==> src/hw/rtl/lhm_pkg.sv <==
package lhm_pkg;

  localparam int unsigned DEF_TUNNEL_DEPTH = 8;
  localparam int unsigned DEF_FULL_DEPTH   = 8;

  localparam int unsigned SAMPLE_W = 24;
  localparam int unsigned TIME_W   = 32;
  localparam int unsigned PATH_W   = 26;
  localparam int unsigned CFG_W    = 32;
  localparam int unsigned STALE_W  = 31;

  localparam logic [TIME_W-1:0]  LOST_RESET  = 32'd1000;
  localparam logic [STALE_W-1:0] STALE_RESET = 31'd1000;

  typedef enum logic [2:0] {
    FUNC_GROUND = 3'd0,
    FUNC_TUNNEL = 3'd1,
    FUNC_FULL   = 3'd2,
    FUNC_RADIO  = 3'd3,
    FUNC_QUERY  = 3'd4
  } func_e;

  typedef enum logic {
    REG_LOST_TIMEOUT  = 1'b0,
    REG_STALE_TIMEOUT = 1'b1
  } reg_e;

  // status flags captured when a transaction is accepted
  typedef struct packed {
    logic alive;
    logic t_valid;
    logic f_meas;
    logic r_fresh;
  } flags_t;

endpackage

==> src/hw/rtl/lhm_ram.sv <==
module lhm_ram #(
  parameter int unsigned WIDTH = 24,
  parameter int unsigned DEPTH = 8,
  localparam int unsigned AW = (DEPTH > 1) ? $clog2(DEPTH) : 1
) (
  input  logic             clk_i,
  input  logic             we_i,
  input  logic [AW-1:0]    waddr_i,
  input  logic [WIDTH-1:0] wdata_i,
  input  logic [AW-1:0]    raddr_i,
  output logic [WIDTH-1:0] rdata_o
);

  logic [WIDTH-1:0] mem [DEPTH];

  always_ff @(posedge clk_i) begin
    if (we_i) begin
      mem[waddr_i] <= wdata_i;
    end
    rdata_o <= mem[raddr_i];
  end

endmodule

==> src/hw/rtl/link_health_median_monitor.sv <==
// Link health monitor. Every accepted event (ground frame, tunnel sample,
// full-path sample, radio status or query) updates the state and returns
// one status transaction. Ages are wrapping 32-bit tick differences. A
// window median is the upper median of the filled entries, found by one
// shared comparator: for each candidate entry the window is swept once and
// entries below / not above the candidate are counted; both windows run
// one after the other. The input is ready only while no event is in work;
// a finished result waits in the output register while a new event is taken.
module link_health_median_monitor #(
  parameter int unsigned TUNNEL_DEPTH = lhm_pkg::DEF_TUNNEL_DEPTH,
  parameter int unsigned FULL_DEPTH   = lhm_pkg::DEF_FULL_DEPTH
) (
  input  logic        clk_i,
  input  logic        rst_ni,
  // configuration
  input  logic        cfg_we_i,
  input  logic        cfg_idx_i,
  input  logic [31:0] cfg_data_i,
  // event channel
  input  logic        in_valid_i,
  output logic        in_ready_o,
  input  logic [2:0]  func_i,
  input  logic [31:0] now_time_i,
  input  logic [15:0] byte_count_i,
  input  logic [23:0] sample_us_i,
  input  logic signed [23:0] offset_us_i,
  // status channel
  output logic        out_valid_o,
  input  logic        out_ready_i,
  output logic        link_alive_o,
  output logic        tunnel_valid_o,
  output logic [23:0] tunnel_median_us_o,
  output logic        full_measured_o,
  output logic        path_valid_o,
  output logic signed [25:0] path_us_o,
  output logic        radio_fresh_o,
  output logic [31:0] rx_total_o,
  output logic [31:0] frame_total_o
);

  localparam int unsigned MAXD = (TUNNEL_DEPTH > FULL_DEPTH) ? TUNNEL_DEPTH : FULL_DEPTH;
  localparam int unsigned TAW  = (TUNNEL_DEPTH > 1) ? $clog2(TUNNEL_DEPTH) : 1;
  localparam int unsigned FAW  = (FULL_DEPTH > 1) ? $clog2(FULL_DEPTH) : 1;
  localparam int unsigned IW   = (MAXD > 1) ? $clog2(MAXD) : 1;
  localparam int unsigned CW   = $clog2(MAXD + 1);
  localparam int unsigned TFW  = $clog2(TUNNEL_DEPTH + 1);
  localparam int unsigned FFW  = $clog2(FULL_DEPTH + 1);
  localparam int unsigned SW   = lhm_pkg::SAMPLE_W;

  typedef enum logic [2:0] {
    S_IDLE, S_RD_CAND, S_LD_CAND, S_CMP, S_EVAL, S_DONE
  } state_e;

  state_e state_q;

  // configuration registers
  logic [31:0] lost_q;
  logic [30:0] stale_q;

  always_ff @(posedge clk_i or negedge rst_ni) begin
    if (!rst_ni) begin
      lost_q  <= lhm_pkg::LOST_RESET;
      stale_q <= lhm_pkg::STALE_RESET;
    end else if (cfg_we_i) begin
      case (lhm_pkg::reg_e'(cfg_idx_i))
        lhm_pkg::REG_LOST_TIMEOUT:  lost_q  <= cfg_data_i;
        lhm_pkg::REG_STALE_TIMEOUT: stale_q <= cfg_data_i[30:0];
        default: ;
      endcase
    end
  end

  // link state
  logic            heard_q, radio_q;
  logic [31:0]     t_ground_q, t_tunnel_q, t_full_q, t_radio_q;
  logic [31:0]     bytes_q, frames_q;
  logic [TAW-1:0]  t_head_q;
  logic [FAW-1:0]  f_head_q;
  logic [TFW-1:0]  t_fill_q;
  logic [FFW-1:0]  f_fill_q;

  logic            heard_d, radio_d;
  logic [31:0]     t_ground_d, t_tunnel_d, t_full_d, t_radio_d;
  logic [31:0]     bytes_d, frames_d;
  logic [TAW-1:0]  t_head_d;
  logic [FAW-1:0]  f_head_d;
  logic [TFW-1:0]  t_fill_d;
  logic [FFW-1:0]  f_fill_d;
  logic            t_we, f_we;

  logic accept;
  assign in_ready_o = (state_q == S_IDLE);
  assign accept     = in_valid_i && in_ready_o;

  always_comb begin
    heard_d    = heard_q;
    radio_d    = radio_q;
    t_ground_d = t_ground_q;
    t_tunnel_d = t_tunnel_q;
    t_full_d   = t_full_q;
    t_radio_d  = t_radio_q;
    bytes_d    = bytes_q;
    frames_d   = frames_q;
    t_head_d   = t_head_q;
    f_head_d   = f_head_q;
    t_fill_d   = t_fill_q;
    f_fill_d   = f_fill_q;
    t_we       = 1'b0;
    f_we       = 1'b0;
    case (lhm_pkg::func_e'(func_i))
      lhm_pkg::FUNC_GROUND: begin
        heard_d    = 1'b1;
        t_ground_d = now_time_i;
        bytes_d    = bytes_q + {16'd0, byte_count_i};
        frames_d   = frames_q + 32'd1;
      end
      lhm_pkg::FUNC_TUNNEL: begin
        t_we       = 1'b1;
        t_head_d   = (t_head_q == TAW'(TUNNEL_DEPTH - 1)) ? '0 : t_head_q + TAW'(1);
        if (t_fill_q != TFW'(TUNNEL_DEPTH)) t_fill_d = t_fill_q + TFW'(1);
        t_tunnel_d = now_time_i;
      end
      lhm_pkg::FUNC_FULL: begin
        f_we       = 1'b1;
        f_head_d   = (f_head_q == FAW'(FULL_DEPTH - 1)) ? '0 : f_head_q + FAW'(1);
        if (f_fill_q != FFW'(FULL_DEPTH)) f_fill_d = f_fill_q + FFW'(1);
        t_full_d   = now_time_i;
      end
      lhm_pkg::FUNC_RADIO: begin
        radio_d   = 1'b1;
        t_radio_d = now_time_i;
      end
      default: ;
    endcase
  end

  always_ff @(posedge clk_i or negedge rst_ni) begin
    if (!rst_ni) begin
      heard_q    <= 1'b0;
      radio_q    <= 1'b0;
      t_ground_q <= '0;
      t_tunnel_q <= '0;
      t_full_q   <= '0;
      t_radio_q  <= '0;
      bytes_q    <= '0;
      frames_q   <= '0;
      t_head_q   <= '0;
      f_head_q   <= '0;
      t_fill_q   <= '0;
      f_fill_q   <= '0;
    end else if (accept) begin
      heard_q    <= heard_d;
      radio_q    <= radio_d;
      t_ground_q <= t_ground_d;
      t_tunnel_q <= t_tunnel_d;
      t_full_q   <= t_full_d;
      t_radio_q  <= t_radio_d;
      bytes_q    <= bytes_d;
      frames_q   <= frames_d;
      t_head_q   <= t_head_d;
      f_head_q   <= f_head_d;
      t_fill_q   <= t_fill_d;
      f_fill_q   <= f_fill_d;
    end
  end

  // freshness, evaluated on the updated state at the event's own tick
  lhm_pkg::flags_t flags_d;
  logic [31:0] age_g, age_t, age_f, age_r;

  always_comb begin
    age_g = now_time_i - t_ground_d;
    age_t = now_time_i - t_tunnel_d;
    age_f = now_time_i - t_full_d;
    age_r = now_time_i - t_radio_d;
    flags_d.alive   = heard_d && (age_g < lost_q);
    flags_d.t_valid = (t_fill_d != '0) && (age_t <= {1'b0, stale_q});
    flags_d.f_meas  = (f_fill_d != '0) && (age_f <= {stale_q, 1'b0});
    flags_d.r_fresh = radio_d && (age_r < {1'b0, stale_q});
  end

  // sample windows
  logic [IW-1:0]  i_q, j_q;
  logic           sel_full_q;
  logic [IW-1:0]  raddr;
  logic [SW-1:0]  t_rdata, f_rdata, rdata;

  always_comb begin
    case (state_q)
      S_RD_CAND: raddr = i_q;
      S_CMP:     raddr = j_q + IW'(1);
      default:   raddr = '0;
    endcase
  end

  lhm_ram #(.WIDTH(SW), .DEPTH(TUNNEL_DEPTH)) u_tunnel_ram (
    .clk_i   (clk_i),
    .we_i    (accept && t_we),
    .waddr_i (t_head_q),
    .wdata_i (sample_us_i),
    .raddr_i (raddr[TAW-1:0]),
    .rdata_o (t_rdata)
  );

  lhm_ram #(.WIDTH(SW), .DEPTH(FULL_DEPTH)) u_full_ram (
    .clk_i   (clk_i),
    .we_i    (accept && f_we),
    .waddr_i (f_head_q),
    .wdata_i (sample_us_i),
    .raddr_i (raddr[FAW-1:0]),
    .rdata_o (f_rdata)
  );

  assign rdata = sel_full_q ? f_rdata : t_rdata;

  // median sequencer: candidate i, sweep j, shared compare
  lhm_pkg::flags_t flags_q;
  logic [CW-1:0]  n_q, lt_q, le_q;
  logic [SW-1:0]  cand_q, tmed_q, fmed_q;
  logic signed [23:0] off_q;
  logic [CW-1:0]  k;
  logic           last_j, found;

  assign k      = n_q >> 1;
  assign last_j = (CW'(j_q) == n_q - CW'(1));
  assign found  = (lt_q <= k) && (k < le_q);

  logic out_free;
  assign out_free = !out_valid_o || out_ready_i;

  always_ff @(posedge clk_i or negedge rst_ni) begin
    if (!rst_ni) begin
      state_q            <= S_IDLE;
      out_valid_o        <= 1'b0;
      sel_full_q         <= 1'b0;
      i_q                <= '0;
      j_q                <= '0;
      n_q                <= '0;
      lt_q               <= '0;
      le_q               <= '0;
      flags_q            <= '0;
      cand_q             <= '0;
      tmed_q             <= '0;
      fmed_q             <= '0;
      off_q              <= '0;
      link_alive_o       <= 1'b0;
      tunnel_valid_o     <= 1'b0;
      tunnel_median_us_o <= '0;
      full_measured_o    <= 1'b0;
      path_valid_o       <= 1'b0;
      path_us_o          <= '0;
      radio_fresh_o      <= 1'b0;
      rx_total_o         <= '0;
      frame_total_o      <= '0;
    end else begin
      // a new result in the done state replaces the one being taken
      if (out_valid_o && out_ready_i && (state_q != S_DONE)) out_valid_o <= 1'b0;
      case (state_q)
        S_IDLE: begin
          if (accept) begin
            flags_q <= flags_d;
            off_q   <= offset_us_i;
            tmed_q  <= '0;
            i_q     <= '0;
            if (flags_d.t_valid) begin
              sel_full_q <= 1'b0;
              n_q        <= CW'(t_fill_d);
              state_q    <= S_RD_CAND;
            end else if (flags_d.f_meas) begin
              sel_full_q <= 1'b1;
              n_q        <= CW'(f_fill_d);
              state_q    <= S_RD_CAND;
            end else begin
              state_q <= S_DONE;
            end
          end
        end
        S_RD_CAND: state_q <= S_LD_CAND;
        S_LD_CAND: begin
          cand_q  <= rdata;
          j_q     <= '0;
          lt_q    <= '0;
          le_q    <= '0;
          state_q <= S_CMP;
        end
        S_CMP: begin
          if (rdata < cand_q) lt_q <= lt_q + CW'(1);
          if (rdata <= cand_q) le_q <= le_q + CW'(1);
          if (last_j) state_q <= S_EVAL;
          else begin
            j_q     <= j_q + IW'(1);
            state_q <= S_CMP;
          end
        end
        S_EVAL: begin
          if (found) begin
            i_q <= '0;
            if (!sel_full_q) begin
              tmed_q <= cand_q;
              if (flags_q.f_meas) begin
                sel_full_q <= 1'b1;
                n_q        <= CW'(f_fill_q);
                state_q    <= S_RD_CAND;
              end else begin
                state_q <= S_DONE;
              end
            end else begin
              fmed_q  <= cand_q;
              state_q <= S_DONE;
            end
          end else begin
            i_q     <= i_q + IW'(1);
            state_q <= S_RD_CAND;
          end
        end
        S_DONE: begin
          if (out_free) begin
            out_valid_o        <= 1'b1;
            link_alive_o       <= flags_q.alive;
            tunnel_valid_o     <= flags_q.t_valid;
            tunnel_median_us_o <= tmed_q;
            full_measured_o    <= flags_q.f_meas;
            path_valid_o       <= flags_q.f_meas || flags_q.t_valid;
            if (flags_q.f_meas) path_us_o <= $signed({2'b00, fmed_q});
            else if (flags_q.t_valid)
              path_us_o <= $signed({2'b00, tmed_q}) + 26'(off_q);
            else path_us_o <= '0;
            radio_fresh_o      <= flags_q.r_fresh;
            rx_total_o         <= bytes_q;
            frame_total_o      <= frames_q;
            state_q            <= S_IDLE;
          end
        end
        default: state_q <= S_IDLE;
      endcase
    end
  end

`ifndef NO_ASSERTIONS
  a_full_implies_path: assert property (@(posedge clk_i) disable iff (!rst_ni)
    out_valid_o && full_measured_o |-> path_valid_o)
    else $error("full path measured without a path estimate");
  a_no_path_zero: assert property (@(posedge clk_i) disable iff (!rst_ni)
    out_valid_o && !path_valid_o |-> path_us_o == '0)
    else $error("path delay nonzero without an estimate");
  a_no_tunnel_zero: assert property (@(posedge clk_i) disable iff (!rst_ni)
    out_valid_o && !tunnel_valid_o |-> tunnel_median_us_o == '0)
    else $error("tunnel median nonzero while not valid");
`endif

endmodule

==> config.mk <==
export PLATFORM = sky130hd
export DESIGN_NAME = link_health_median_monitor
export DESIGN_NICKNAME = d
export VERILOG_FILES = /design/src/hw/rtl/lhm_pkg.sv /design/src/hw/rtl/lhm_ram.sv /design/src/hw/rtl/link_health_median_monitor.sv
export SDC_FILE = /design/constraint.sdc
export NUM_CORES = 2
export LEC_CHECK = 0
export BUFFER_PORTS_ARGS = -buffer_cell sky130_fd_sc_hd__buf_4
export CAP_MARGIN = 15
export CORE_MARGIN = 2
export CORE_UTILIZATION = 50
export DETAILED_ROUTE_END_ITERATION = 10
export GPL_ROUTABILITY_DRIVEN = 0
export PLACE_DENSITY = 0.67
export SLEW_MARGIN = 25
export SYNTH_ARGS = -nofsm -noshare
export SYNTH_HDL_FRONTEND = slang
export SYNTH_SLANG_ARGS = --single-unit
==> constraint.sdc <==
create_clock -name clk_i -period 6.9 [get_ports clk_i]
set_input_delay 1.38 -clock clk_i [delete_from_list [all_inputs] [get_ports clk_i]]
set_output_delay 1.38 -clock clk_i [all_outputs]
set_load 0.05 [all_outputs]
Yosys cells after proc, flatten, opt, wreduce, memory -nomap -nowiden
Memory sizes are Yosys's and may differ from the RTL's. A register that Yosys moved wholly into a read port is not among the register bits.
Index checks and enable logic that the tools add are counted.
- add/subtract/negate cells: 16
- bitwise gates (word level): 1
- equal/unequal tests: 23
- reduce and logical (&&, ||, !) cells: 35
- muxes and demuxes: 61
- order comparisons: 8
- operators with widths (cell ; count):
    32-bit two-way mux ; 4
    32-bit subtractor ; 4
    24-bit two-way mux ; 4
    26-bit two-way mux ; 2
    4-bit two-way mux ; 12
    24-bit case mux with 2 select lines ; 1
    3-bit two-way mux ; 13
    32-bit by 1-bit adder with 32-bit output (second input constant) ; 1
    32-bit by 16-bit adder with 32-bit output ; 1
    32-bit by 31-bit <= comparator with 1-bit output ; 1
    32-bit <= comparator ; 1
    32-bit by 31-bit < comparator with 1-bit output ; 1
    32-bit < comparator ; 1
    25-bit by 24-bit adder with 26-bit output ; 1
    24-bit <= comparator ; 1
    24-bit < comparator ; 1
    4-bit case mux with 2 select lines ; 3
    2-bit AND reduction ; 12
    3-bit case mux with 2 select lines ; 3
    3-bit case mux with 6 select lines ; 1
    1-bit two-way mux ; 17
    4-bit by 1-bit adder with 4-bit output (second input constant) ; 4
    2-bit != test (second input constant) ; 7
    3-bit by 1-bit adder with 3-bit output (second input constant) ; 4
    other kinds (22) ; 44
- memory bits (writable): 384
- flip-flop bits (word level): 513
- output and inout port bits: 121
- memories kept: 2
- memory list (name ; words ; bits a word ; rd ports ; clocked after memory_dff ; wr ports ; RTL line ; text):
    u_full_ram.mem ; 8 ; 24 ; 1 ; 1 ; 1 ; lhm_ram.sv:14 ; logic [WIDTH-1:0] mem [DEPTH];
    u_tunnel_ram.mem ; 8 ; 24 ; 1 ; 1 ; 1 ; lhm_ram.sv:14 ;

Longest topological paths before layout
- depth after elaboration: 9
- gate-level depth with buffers: 29

Hierarchy
Synthesis repeated with hierarchy kept, for this count alone.
- cell total of the unflattened synthesis: 4198
- area, all modules: 48662.9 µm²
- by module, submodules not included (module ; seq. area each (µm²) ; instances ; area each (µm²) ; cells each):
    link_health_median_monitor ; 12852.3 ; 1 ; 33068.0 ; 3570
    lhm_ram ; 6246.0 ; 2 ; 7797.5 ; 314

Least setup slack after synthesis
Ideal clock, no wire load.
- path type: input to register
- from: in func_i[2]
- to: reg n_q[2]
- slack: 0.047 ns
- path buffers: 3
- library setup time: 0.126 ns
- arrival: 6.727 ns
- cell stages on the path: 25
- path through: clkbuf_1 or3b_2 buf_2 buf_1 mux2i_1 ha_1 o21a_1 o211ai_1 a21oi_1 or3_1 a41o_1 o221a_2 a21oi_1 nor2b_1 o31a_1 ha_1 nand4_1 nor4_1 and3_1 o22ai_1 a21oi_1 o311a_2 a21oi_2 or2_4 o32a_1
- longest elaborated chain between the ends: 8
- elaborated cells between the ends (all ways): 20
- classes of those cells: 2 x add/sub; 2 x order compare; 3 x eq/ne; 8 x mux; 5 x reduce/logical
- ends and longest elaborated chain (what ; RTL line ; text):
    from (decl) ; link_health_median_monitor.sv:22 ; input logic [2:0] func_i,
    3-bit by 1-bit == test with 1-bit output ; link_health_median_monitor.sv:110 ; case (lhm_pkg::func_e'(func_i))
    32-bit two-way mux ; link_health_median_monitor.sv:110 ;
    32-bit subtractor ; link_health_median_monitor.sv:173 ; age_t = now_time_i - t_tunnel_d;
    32-bit by 31-bit <= comparator with 1-bit output ; link_health_median_monitor.sv:177 ; flags_d.t_valid = (t_fill_d != '0) && (age_t <= {1'b0, stale_q});
    1-bit logical AND ; link_health_median_monitor.sv:177 ;
    4-bit two-way mux ; link_health_median_monitor.sv:265 ; if (flags_d.t_valid) begin
    4-bit two-way mux ; link_health_median_monitor.sv:260 ; if (accept) begin
    4-bit case mux with 2 select lines ; link_health_median_monitor.sv:258 ; case (state_q)
    to (signal assigned) ; link_health_median_monitor.sv:267 ; n_q <= CW'(t_fill_d);
    to (signal assigned) ; link_health_median_monitor.sv:271 ; n_q <= CW'(f_fill_d);
    to (signal assigned) ; link_health_median_monitor.sv:302 ; n_q <= CW'(f_fill_q);
    to (decl) ; link_health_median_monitor.sv:218 ; logic [CW-1:0] n_q, lt_q, le_q;
Several ways; a longest one is shown, not always the timed one. The select of a mux whose other input is x is not followed.
A chain may end at the register's enable or synchronous reset.

Worst setup path in the final report
- from: in func_i[0]
- to: reg n_q[3]
The elaborated chain is that of the path after synthesis.

==> results.ini <==
[logic_synthesis]
yosys.area_share.simple_pct=18.0
synthAdderAreaFrac_pct=8.69
yosysUniqueCellTypes=80
yosysMostFrequentCell=nand2_1
netlist_instances=4977
yosys.area.top_type=dfrtp_1
synth_compound_area_share_pct=10.4
synth_ff_type=dfrtp_1
synth_xor_area_share_pct=3.59
ys_seq_area_share_pct=51.7
yosysWarnings=0
synth_mux_area_share_pct=4.66
ys_seq_elements=945
synth_top_family_by_area=simple AND/OR/NAND/NOR gates
ys_async_sr_fraction_pct=54.3
synth_area_leaders=dfrtp_1 (26%), edfxtp_1 (24%), nand2_1 (10%), ha_1 (8.4%), nand3_1 (3.1%)
netlist.area_leader.share_pct=25.6
synth_area_um2=49000
synthTopCellsByCount=nand2_1 (1,326), dfrtp_1 (501), edfxtp_1 (384)
synth-edff-count=384
synth_fp_nets=5451
syn_area_per_cell_um2=9.85

[timing]
setup_tns_ns=0
hold-worst-slack_ns=0.468
period_needed_ns=6.56
skew_ns=0.0423
max_slew_margin_pct=30.4
fmax_mhz=152
fin_crit_sh_pct=95.1
rsz0062_at_grt=no
tightestPinTransition_ns=1.04
hold_violations=0
setup_viol=0
slew_violations=0

[grt]
antenna_found_initial=4
grt_pass1_wl_um=200000
grt.total_usage_pct=25.3
grt_pass1_vias=36096
grt_remaining_overflow=0
grt_max_degree=163

[die]
rows=114
start_util_pct=50.5
die_area_um2=101000
core_um2=97000
die_y_um=317
die_width_um=317
ios=258

[clocking]
worstSkewPairLatency_ns=0.72
cts_setup_buffers=0
numCtsBuffers=102
cts.sinks=945
clk_path_buf_depth=3
ctsHoldBuffers=0
cts_max_level=3
clkTransAtPathRegs_ns=0.06
cts_resized=0
root_buffer=clkbuf_16
cts_tree=yes

[outcome]
status=completed

[critical_path]
crit_path_start_kind=input port
arrival_ns=7.13
cp_data_required_time_ns=7.47
path_max_fanout=9
crit_type=in2reg
rr_worst_depth=25
endpoint_kind=flop

[placed_design]
portBuffers=257
dp_hpwl_um=85300
dpl.cell_count=6458

[route]
wire_per_inst_um=19.2
dr.pass1.iters=5
drc=0
drt_iter0_drc=2698
ant_nets=0
drt-total-wl_um=127000
viasPerCell=5.60
vias=37222

[pwr]
power_leakage_nw=26.2
p_per_area_nw_per_um2=228
vdd_drop_max_mv=0.178

[worst_hold_path]
worstHoldPathType=reg2reg
min_path_cells=1

[final_layout]
instances_no_fill=6649
drive_above_1_share_pct=14.3
final_util_pct=58.5
antenna-diode-count=0
fin_nets=5761
area_delta_synth_final_pct=15.8

[job]
drv_cap=0

==> state kept, by name, summed over array words and instances, names as in the netlist, 24 cells and up <==
name	flops
bytes_q	32
cand_q	24
fmed_q	24
frame_total_o	32
frames_q	32
lost_q	32
off_q	24
path_us_o	26
rx_total_o	32
stale_q	31
t_full_q	32
t_ground_q	32
t_radio_q	32
t_tunnel_q	32
tmed_q	24
tunnel_median_us_o	24
u_full_ram.mem	192
u_full_ram.rdata_o	24
u_tunnel_ram.mem	192
u_tunnel_ram.rdata_o	24
==> report_power, final <==
group	switching [mW]	total, mW	internal [mW]
Sequential	0.0230	5.93	5.91
Combinational	0.822	1.42	0.601
Clock	2.36	5.62	3.25
Total	3.21	13.0	9.76
==> placed cells by master (no fill, tap or decap), drive strengths merged, types with 35 or more instances in the layout <==
master	n
nand4	44
nor3	47
nand3	299
nand2b	44
xor2	59
nor2	170
dfrtp	501
a21oi	201
inv	161
nand2	1326
mux2i	120
edfxtp	384
xnor2	142
nor2b	37
o21a	35
a21o	75
mux2	96
buf	429
clkbuf	142
ha	331
o21ai	296
and3	38
dfxtp	48
==> worst paths after layout <==
| path | from | endpoint | slack [ns] |
|---|---|---|---|
| worst max-delay path | func_i[0] | n_q[3] | 0.34 |
| worst min-delay path | frames_q[31] | frames_q[31] | 0.47 |
| worst max register to register | t_full_q[1] | n_q[3] | 1.61 |
| worst min register to register | frames_q[31] | frames_q[31] | 0.47 |
| max in group asynchronous | rst_ni | rx_total_o[8] | 4.79 |
| min in group asynchronous | rst_ni | off_q[12] | 0.66 |
==> per-layer routing <==
layer	track usage, %	routed length (µm)	up-vias
li1	-	-	17973
met1	35.4	58800	18112
met2	41.0	58600	933
met3	3.57	6750	198
met4	7.36	3180	6
met5	0	41	-
==> metrics by stage <==
step           setup WS [ns]  area, µm²  power, mW
3_5_place_dp          -0.326      53200       7.44
5_1_grt              0.00695      56800       13.5
6_report               0.341      56800       13.0
4_1_cts                0.379      56700       13.1
2_1_floorplan         0.0472      49000       6.91
3_3_place_gp          -0.295      53200       7.41
==> critical path: stages <==
cell and delay (ns):
buf_4 0.11, or3b_2 0.63, buf_4 0.21, mux2i_1 0.16
ha_1 0.28, a21oi_1 0.14, o21ai_0 0.11, or3_1 0.34
o2111ai_1 0.30, a21boi_0 0.14, buf_4 0.16, and3_1 0.17
a2111oi_0 0.40, o21bai_1 0.12, a21oi_1 0.19, xnor2_1 0.09
ha_1 0.28, nand4_1 0.08, nor2_1 0.17, nand3_1 0.13
or3_1 0.38, a32oi_1 0.27, nand2b_1 0.17, a21oi_2 0.06
or2_4 0.29, o32a_1 0.35
==> kinds of logic (layout without fill, tap and decap cells) <==
logic type	after synthesis	count (layout)
xor gates and xnor gates	201	201
muxes	216	216
adders and majority gates	337	337
DFF	945	945
AOI/OAI and AO/OA	830	830
buffers and inverters	381	777
and+or+nand+nor	2067	2067
==> final cells by class <==
cell class	instances	area (µm²)
Sequential cell	945	25300
Timing Repair Buffer	429	3330
Multi-Input combinational cell	3651	22400
Tap cell	1276	1600
Inverter	158	593
Fill cell	8290	40200
Clock buffer	142	2890
Clock inverter	48	596
(Power assumes the default switching activity.)
